File: config.mk
export PLATFORM = sky130hd
export DESIGN_NAME = modular_exponentiation_top
export DESIGN_NICKNAME = d
export VERILOG_FILES = /design/src/rtl/modexp_pkg.sv /design/src/rtl/modular_exponentiation_top.sv
export VERILOG_INCLUDE_DIRS = /design/src /design/src/rtl
export SDC_FILE = /design/constraint.sdc
export NUM_CORES = 1
export LEC_CHECK = 0
export BUFFER_PORTS_ARGS = -buffer_cell sky130_fd_sc_hd__buf_2
export CAP_MARGIN = 40
export CORE_ASPECT_RATIO = 2
export CORE_MARGIN = 1
export CORE_UTILIZATION = 40
export CTS_CLUSTER_DIAMETER = 50
export DETAILED_ROUTE_END_ITERATION = 16
export HOLD_SLACK_MARGIN = 0.02
export PLACE_DENSITY = 0.61
export SYNTH_ARGS = -nofsm -noshare
export SYNTH_HDL_FRONTEND = slang
export SYNTH_SLANG_ARGS = --single-unit
File: constraint.sdc
create_clock -name i_clk -period 6.86 [get_ports i_clk]
set_input_delay 1.715 -clock i_clk [delete_from_list [all_inputs] [get_ports i_clk]]
set_output_delay 1.715 -clock i_clk [all_outputs]
set_load 0.03 [all_outputs]
File: src/rtl/assert_macros.svh
// assertion macros shared by the rtl of the modular exponentiation block
// no dependencies; each macro samples on i_clk and is disabled in reset
`ifndef ASSERT_MACROS_SVH
`define ASSERT_MACROS_SVH

// property must hold at every clock edge out of reset
`define ASSERT_CLK(label, prop, msg) \
    label: assert property (@(posedge i_clk) disable iff (!i_rst_n) (prop)) else $error(msg);

// condition must never be seen at a clock edge out of reset
`define ASSERT_NEVER(label, cond, msg) \
    `ASSERT_CLK(label, !(cond), msg)

`endif

File: src/rtl/modexp_pkg.sv
// package of the modular exponentiation block: word width and register indexes
// used by modular_exponentiation_top; depends on nothing
`timescale 1ns / 1ps

package modexp_pkg;

    // data word width of modulus, exponent, value and result
    localparam int WORD_W    = 32;
    // bit position counter width
    localparam int CNT_W     = $clog2(WORD_W);
    // width of the add/subtract path in the serial multiplier
    localparam int DP_W      = WORD_W + 2;
    // configuration register index width
    localparam int CFG_IDX_W = 2;

    // configuration register indexes
    localparam logic [CFG_IDX_W-1:0] REG_MODULUS  = CFG_IDX_W'(0);
    localparam logic [CFG_IDX_W-1:0] REG_EXPONENT = CFG_IDX_W'(1);

    // register reset values
    localparam logic [WORD_W-1:0] MODULUS_RST  = WORD_W'(2);
    localparam logic [WORD_W-1:0] EXPONENT_RST = '0;

endpackage

File: src/rtl/modular_exponentiation_top.sv
// modular exponentiation top level: value ** exponent mod modulus, bit serial
// depends on modexp_pkg and assert_macros.svh
// steps: base reduction, then for each exponent bit from the msb a squaring and, for a set
// bit, a multiply by the base, then the move to the output register once it is free; an
// exponent of zero or a modulus below two skips to that move. one request at a time, the
// serial add/subtract unit sets the rate. sync active low reset: modulus 2, exponent 0, idle
`timescale 1ns / 1ps
`include "assert_macros.svh"

module modular_exponentiation_top
    import modexp_pkg::*;
(
    input  logic                 i_clk,
    input  logic                 i_rst_n,
    // input request channel
    input  logic                 i_valid,
    output logic                 o_stall,
    input  logic [WORD_W-1:0]    i_value_in,
    // result request channel
    output logic                 o_valid,
    input  logic                 i_stall,
    output logic [WORD_W-1:0]    o_value_out,
    // configuration write channel
    input  logic                 i_cfg_valid,
    output logic                 o_cfg_ready,
    input  logic [CFG_IDX_W-1:0] i_cfg_index,
    input  logic [WORD_W-1:0]    i_cfg_data
);

    typedef enum logic [4:0] {
        S_IDLE   = 5'b00001,
        S_REDUCE = 5'b00010,
        S_SQUARE = 5'b00100,
        S_MULT   = 5'b01000,
        S_DONE   = 5'b10000
    } t_state;

    t_state             r_state, n_state;
    logic               r_out_valid, n_out_valid;
    logic [WORD_W-1:0]  r_modulus, n_modulus;
    logic [WORD_W-1:0]  r_exponent, n_exponent;
    logic [CNT_W-1:0]   r_step_cnt, n_step_cnt;
    logic [CNT_W-1:0]   r_bit_cnt, n_bit_cnt;

    logic [WORD_W-1:0]  r_acc, n_acc;
    logic [WORD_W-1:0]  r_base, n_base;
    logic [WORD_W-1:0]  r_exp_shift, n_exp_shift;
    logic [WORD_W-1:0]  r_prod, n_prod;
    logic [WORD_W-1:0]  r_mul_b, n_mul_b;
    logic [WORD_W-1:0]  r_out, n_out;

    logic [WORD_W-1:0]  mm_a;
    logic               mm_bit;
    logic [DP_W-1:0]    mm_sum;
    logic [DP_W:0]      mm_sub1;
    logic [DP_W:0]      mm_sub2;
    logic [WORD_W-1:0]  mm_res;
    logic               step_last;
    logic               bit_last;

    // handshake outputs
    assign o_stall     = (r_state != S_IDLE);
    assign o_valid     = r_out_valid;
    assign o_value_out = r_out;
    assign o_cfg_ready = 1'b1;

    // serial modular multiply step: r <- (2r + bit * a) mod m
    // reduction of the base uses the same step with a = 1
    always_comb begin
        unique case (r_state)
            S_REDUCE: mm_a = WORD_W'(1);
            S_SQUARE: mm_a = r_acc;
            default:  mm_a = r_base;
        endcase
    end

    assign mm_bit  = r_mul_b[WORD_W-1];
    assign mm_sum  = {1'b0, r_prod, 1'b0} + {2'b00, (mm_bit ? mm_a : '0)};
    assign mm_sub1 = {1'b0, mm_sum} - {3'b000, r_modulus};
    assign mm_sub2 = {1'b0, mm_sum} - {2'b00, r_modulus, 1'b0};

    // pick the one candidate that lands in [0, m)
    always_comb begin
        priority if (!mm_sub2[DP_W]) begin
            mm_res = mm_sub2[WORD_W-1:0];
        end else if (!mm_sub1[DP_W]) begin
            mm_res = mm_sub1[WORD_W-1:0];
        end else begin
            mm_res = mm_sum[WORD_W-1:0];
        end
    end

    assign step_last = (r_step_cnt == '0);
    assign bit_last  = (r_bit_cnt == CNT_W'(WORD_W - 1));

    // sequencer and datapath next state
    always_comb begin
        n_state     = r_state;
        n_out_valid = r_out_valid;
        n_modulus   = r_modulus;
        n_exponent  = r_exponent;
        n_step_cnt  = r_step_cnt;
        n_bit_cnt   = r_bit_cnt;
        n_acc       = r_acc;
        n_base      = r_base;
        n_exp_shift = r_exp_shift;
        n_prod      = r_prod;
        n_mul_b     = r_mul_b;
        n_out       = r_out;

        // configuration writes, indexes past the list are dropped
        if (i_cfg_valid && o_cfg_ready) begin
            if (i_cfg_index == REG_MODULUS) begin
                n_modulus = i_cfg_data;
            end else if (i_cfg_index == REG_EXPONENT) begin
                n_exponent = i_cfg_data;
            end
        end

        // result taken downstream
        if (r_out_valid && !i_stall) begin
            n_out_valid = 1'b0;
        end

        unique case (r_state)
            S_IDLE: begin
                if (i_valid) begin
                    n_exp_shift = r_exponent;
                    n_bit_cnt   = '0;
                    if (r_exponent == '0) begin
                        n_acc   = WORD_W'(1);
                        n_state = S_DONE;
                    end else if (r_modulus < WORD_W'(2)) begin
                        n_acc   = '0;
                        n_state = S_DONE;
                    end else begin
                        n_prod     = '0;
                        n_mul_b    = i_value_in;
                        n_step_cnt = CNT_W'(WORD_W - 1);
                        n_state    = S_REDUCE;
                    end
                end
            end
            S_REDUCE: begin
                n_prod     = mm_res;
                n_mul_b    = {r_mul_b[WORD_W-2:0], 1'b0};
                n_step_cnt = r_step_cnt - CNT_W'(1);
                if (step_last) begin
                    n_base     = mm_res;
                    n_acc      = WORD_W'(1);
                    n_prod     = '0;
                    n_mul_b    = WORD_W'(1);
                    n_step_cnt = CNT_W'(WORD_W - 1);
                    n_state    = S_SQUARE;
                end
            end
            S_SQUARE: begin
                n_prod     = mm_res;
                n_mul_b    = {r_mul_b[WORD_W-2:0], 1'b0};
                n_step_cnt = r_step_cnt - CNT_W'(1);
                if (step_last) begin
                    n_acc      = mm_res;
                    n_prod     = '0;
                    n_step_cnt = CNT_W'(WORD_W - 1);
                    if (r_exp_shift[WORD_W-1]) begin
                        // multiplier bits come from the squared accumulator, a is the base
                        n_mul_b = mm_res;
                        n_state = S_MULT;
                    end else begin
                        // next exponent bit
                        n_exp_shift = {r_exp_shift[WORD_W-2:0], 1'b0};
                        n_bit_cnt   = r_bit_cnt + CNT_W'(1);
                        n_mul_b     = mm_res;
                        n_state     = bit_last ? S_DONE : S_SQUARE;
                    end
                end
            end
            S_MULT: begin
                n_prod     = mm_res;
                n_mul_b    = {r_mul_b[WORD_W-2:0], 1'b0};
                n_step_cnt = r_step_cnt - CNT_W'(1);
                if (step_last) begin
                    // next exponent bit
                    n_acc       = mm_res;
                    n_prod      = '0;
                    n_step_cnt  = CNT_W'(WORD_W - 1);
                    n_exp_shift = {r_exp_shift[WORD_W-2:0], 1'b0};
                    n_bit_cnt   = r_bit_cnt + CNT_W'(1);
                    n_mul_b     = mm_res;
                    n_state     = bit_last ? S_DONE : S_SQUARE;
                end
            end
            S_DONE: begin
                // move the result out once the output register is free
                if (!r_out_valid || !i_stall) begin
                    n_out       = r_acc;
                    n_out_valid = 1'b1;
                    n_state     = S_IDLE;
                end
            end
            default: begin
                n_state = S_IDLE;
            end
        endcase
    end

    // control registers
    always_ff @(posedge i_clk) begin
        if (!i_rst_n) begin
            r_state     <= S_IDLE;
            r_out_valid <= 1'b0;
            r_modulus   <= MODULUS_RST;
            r_exponent  <= EXPONENT_RST;
            r_step_cnt  <= '0;
            r_bit_cnt   <= '0;
        end else begin
            r_state     <= n_state;
            r_out_valid <= n_out_valid;
            r_modulus   <= n_modulus;
            r_exponent  <= n_exponent;
            r_step_cnt  <= n_step_cnt;
            r_bit_cnt   <= n_bit_cnt;
        end
    end

    // datapath registers
    always_ff @(posedge i_clk) begin
        r_acc       <= n_acc;
        r_base      <= n_base;
        r_exp_shift <= n_exp_shift;
        r_prod      <= n_prod;
        r_mul_b     <= n_mul_b;
        r_out       <= n_out;
    end

    // an accepted request always starts work
    `ASSERT_CLK(a_accept_starts, (i_valid && !o_stall) |=> (r_state != S_IDLE), "accepted request left the block idle")
    // no exponent bit is consumed while the base is reduced
    `ASSERT_CLK(a_reduce_no_bits, (r_state == S_REDUCE) |-> (r_bit_cnt == '0), "exponent bit counted during base reduction")
    // a free output register takes the finished result in the next cycle
    `ASSERT_CLK(a_done_drains, ((r_state == S_DONE) && !(r_out_valid && i_stall)) |=> (r_out_valid && (r_state == S_IDLE)), "finished result not moved to output")
    // a multiply only ever follows a square
    `ASSERT_NEVER(a_mult_entry, (r_state == S_MULT) && ($past(r_state) != S_MULT) && ($past(r_state) != S_SQUARE), "multiply entered without a square")

endmodule
==> impl_metrics.py <==
metrics = {
    "cells_and_area": {
        "diodes": 0,
        "drive_above_1_share": 0.1764,
        "syn2layout_area_growth_pct": 18.27,
        "fillers": 4090,
        "final_nets": 2165,
    },
    "sta": {
        "finalCritPeriodShare": 0.9627,
        "layout_min_cycle_time_ps": 6604,
        "rsz0062_at_grt": "true",
        "drv_slew": 0,
        "finClkSkew_ps": 23.34,
        "setup_viol": 0,
        "setup_ws_ps": 255.9,
        "relSlewSlack": 0.4260,
        "hold_violations": 0,
        "tightest_slew_ps": 849.9,
        "max_freq_ghz": 0.1514,
    },
    "cts": {
        "cts_buffers": 26,
        "clock_path_buffers": 3,
        "clock_sinks": 272,
        "clock_latency_ps": 570,
        "path_clk_slew_ps": 70,
        "htreeDepth": 1,
        "cts_hold_buf": 0,
        "cts_tree": "built",
        "cts-root-buf": "clkbuf_16",
    },
    "grt": {
        "grt_first_pass_wirelength_mm": 82.31,
        "track_usage": 0.2465,
        "globalRouteOverflowTotal": 0,
        "grt_max_degree": 81,
        "grt_pass1_vias": 14820,
        "antenna_found_initial": 0,
    },
    "flow_run": {
        "cap_violations": 0,
    },
    "critical_path": {
        "cp-start-kind": "flop",
        "crit-reg2reg-capture": "r_acc[26]",
        "cpMaxStageDelayCell": "or3_4",
        "required_ps": 7290,
        "path_common_cell": "buf_4",
        "worst-path-max-fanout": 7,
        "worstSetupPathType": "reg2reg",
        "max_stage_delay_ps": 420,
        "end_kind": "flop",
        "r2r_start": "r_state[3]",
        "startpoint": "r_state[3]",
        "worstPathArrival_ps": 7030,
        "worstRegToRegCells": 30,
        "rrSetupSlack_ps": 260,
    },
    "floorplan": {
        "start_util": 0.4058,
        "coreArea_mm2": 0.04191,
        "die_w_um": 147.8,
        "ios": 106,
        "std_cell_rows": 106,
        "die_area_mm2": 0.04340,
        "die_h_um": 293.6,
    },
    "power_and_ir_drop": {
        "p_leak_nw": 7.882,
        "power_density_mw_per_mm2": 489.0,
        "switching_power_mw": 4.477,
        "intPower_mw": 5.359,
        "fin_total_pwr_mw": 9.836,
        "swShare": 0.4552,
        "worst_ir_drop_vdd_mv": 0.2653,
        "p_comb_frac": 0.622,
        "seqPwrFrac": 0.230,
        "pwr-share-clk": 0.147,
    },
    "yosys": {
        "yosysSeqAreaShare": 0.4331,
        "async_reset_ff_frac": 0,
        "yosys.area.top_type": "edfxtp_1",
        "syn-cell-area_mm2": 0.01701,
        "synth-edff-count": 192,
        "ys.warnings.count": 0,
        "yosys.area.top_type_share": 0.3390,
        "syn_avg_cell_area_um2": 9.325,
        "synthesis.nets": 1996,
        "synth.area.top_cells": "edfxtp_1, dfxtp_1, ha_1",
        "yosys_most_used_dff": "edfxtp_1",
        "ys_seq_elements": 272,
        "synthCells": 1824,
        "synth_cell_types": 79,
    },
    "route": {
        "routed_via_density": 5.759,
        "wl_mm": 53.46,
        "ant_nets": 0,
        "wire_per_inst_um": 20.95,
        "drc": 0,
        "drt_iter0_drc": 784,
        "drt_first_pass_iters": 6,
        "num_vias": 14700,
    },
    "worst_hold_path": {
        "min_path_cells": 0,
        "hp-start": "r_acc[21]",
        "min_to": "o_value_out[21]",
        "holdCritPathClass": "reg2reg",
    },
    "placed_design": {
        "place.port_buffers": 104,
        "place_ws_ps": -367.7,
        "post-dp-hpwl_mm": 41.85,
        "place.gp.congestion": 0.9572,
    },
    "outcome": {
        "outcome": "completed",
    },
}
placed cells by master (no fill, tap or decap), types with 13 or more instances in the layout:
master	instances
ha_1	97
buf_2	104
nor2b_1	40
and2_1	13
nand3_1	34
a22oi_1	57
dfxtp_1	80
clkbuf_16	27
a211oi_1	18
nor2_1	129
nand2b_1	21
nor3_1	37
o21a_1	20
xnor2_1	42
nand2_1	225
and3_1	28
o21ai_0	67
edfxtp_1	192
a21boi_0	74
inv_1	98
a21oi_1	107
o21bai_1	14
buf_4	122
nor4_1	20
xor2_1	25
a22o_1	35
a21o_1	39
nand4_1	19
power by group through the flow:
stage / logic, mW / clock network, mW / registers (mW)
floorplan: 3.76 / 0 / 2.26
global placement: 5.62 / 0 / 2.29
detailed placement: 5.68 / 0 / 2.30
CTS: 5.78 / 1.48 / 2.26
global route: 6.64 / 1.54 / 2.28
finish: 6.12 / 1.45 / 2.26
worst max path at each step:
stage | end | slack [ps] | depth (start not counted)
5_1_grt | r_mul_b[0] | -10 | 29
3_3_place_gp | r_mul_b[31] | -230 | 26
3_5_place_dp | r_mul_b[31] | -370 | 26
6_report | r_acc[26] | 260 | 30
2_1_floorplan | r_mul_b[2] | 110 | 27
4_1_cts | r_base[25] | 20 | 32
registers in the layout (all words and copies together) (netlist names):
name / flops
r_exponent: 32
r_bit_cnt: 5
r_modulus: 32
r_state: 5
r_base: 32
o_value_out: 32
r_step_cnt: 5
r_acc: 32
r_exp_shift: 32
r_prod: 32
r_mul_b: 32
o_valid: 1
cells by family (layout without fill, tap and decap cells):
kind of cell               Yosys count  count (layout)  synth area share
and+or+nand+nor                    610             610            0.1693
DFF                                272             272            0.4331
AOI/OAI and AO/OA                  568             568            0.2364
xor gates and xnor gates            71              71           0.03656
other                                1               1         0.0002205
muxes                                6               6          0.003605
adders and majority gates          101             101           0.07562
buffers and inverters              195             383           0.04517
through the flow:
step / util / hold WS (ps) / cell area (µm²) / TNS (ps) / std cells
4_1_cts: 0.4734 / 456.7 / 19840 / 0 / 2548
3_5_place_dp: 0.4515 / 440.4 / 18920 / -6659 / 2496
3_3_place_gp: 0.4498 / 438.7 / 18850 / -350.4 / 2492
5_1_grt: 0.4800 / 466.3 / 20120 / -14.36 / 2552
2_1_floorplan: - / 416.8 / 17020 / 0 / 1824
6_report: 0.4800 / 455.9 / 20120 / 0 / 2552
synth_stat cells (11+ instances only):
library cell	number
a211oi_1	20
and3_1	28
a21boi_0	76
a21oi_1	113
a21o_1	39
a22o_1	35
o21a_1	21
xor2_1	27
o31ai_2	15
o21bai_1	14
nand4_1	19
dfxtp_1	80
edfxtp_1	192
nand3_1	34
buf_2	11
o21ai_0	69
nor2_1	134
and2_1	13
nor2b_1	42
a22oi_1	57
xnor2_1	44
nand2_1	226
nor4_1	22
o31ai_1	13
clkbuf_1	78
nor3_1	39
ha_1	98
inv_1	98
nand2b_1	22
area by class of cell:
cell class	instances	area, µm²	area share
clock buffers	27	675.6	0.03359
flip-flops and latches	272	7367	0.3662
clock inverters	20	156.4	0.007775
multi-input cells	1357	9216	0.4581
inverters	98	367.9	0.01829
well taps	540	675.6	0.03359
repair buffers	238	1658	0.08241
repair_timing:
action | in CTS | in global routing
pin swaps | 7 | 9
buffers inserted | 5 | 4
resized for setup | 8 | 45
setup endpoints to repair | 109 | 128
routing by layer:
metal | part of all wire | track usage
met1 | 0.38 | 0.2654
met2 | 0.53 | 0.4668
met3 | 0.035 | 0.01876
met4 | 0.059 | 0.1396
met5 | 0 | 0
worst max-delay path, delay by kind of cell, from the launching register on:
kind | cells | cell delay [ps]
DFF | 1 | 370
buffers and inverters | 6 | 950
xor gates and xnor gates | 1 | 300
AOI/OAI and AO/OA | 9 | 1740
adders and majority gates | 3 | 1020
and+or+nand+nor | 11 | 2070
(Power assumes the default switching activity.)
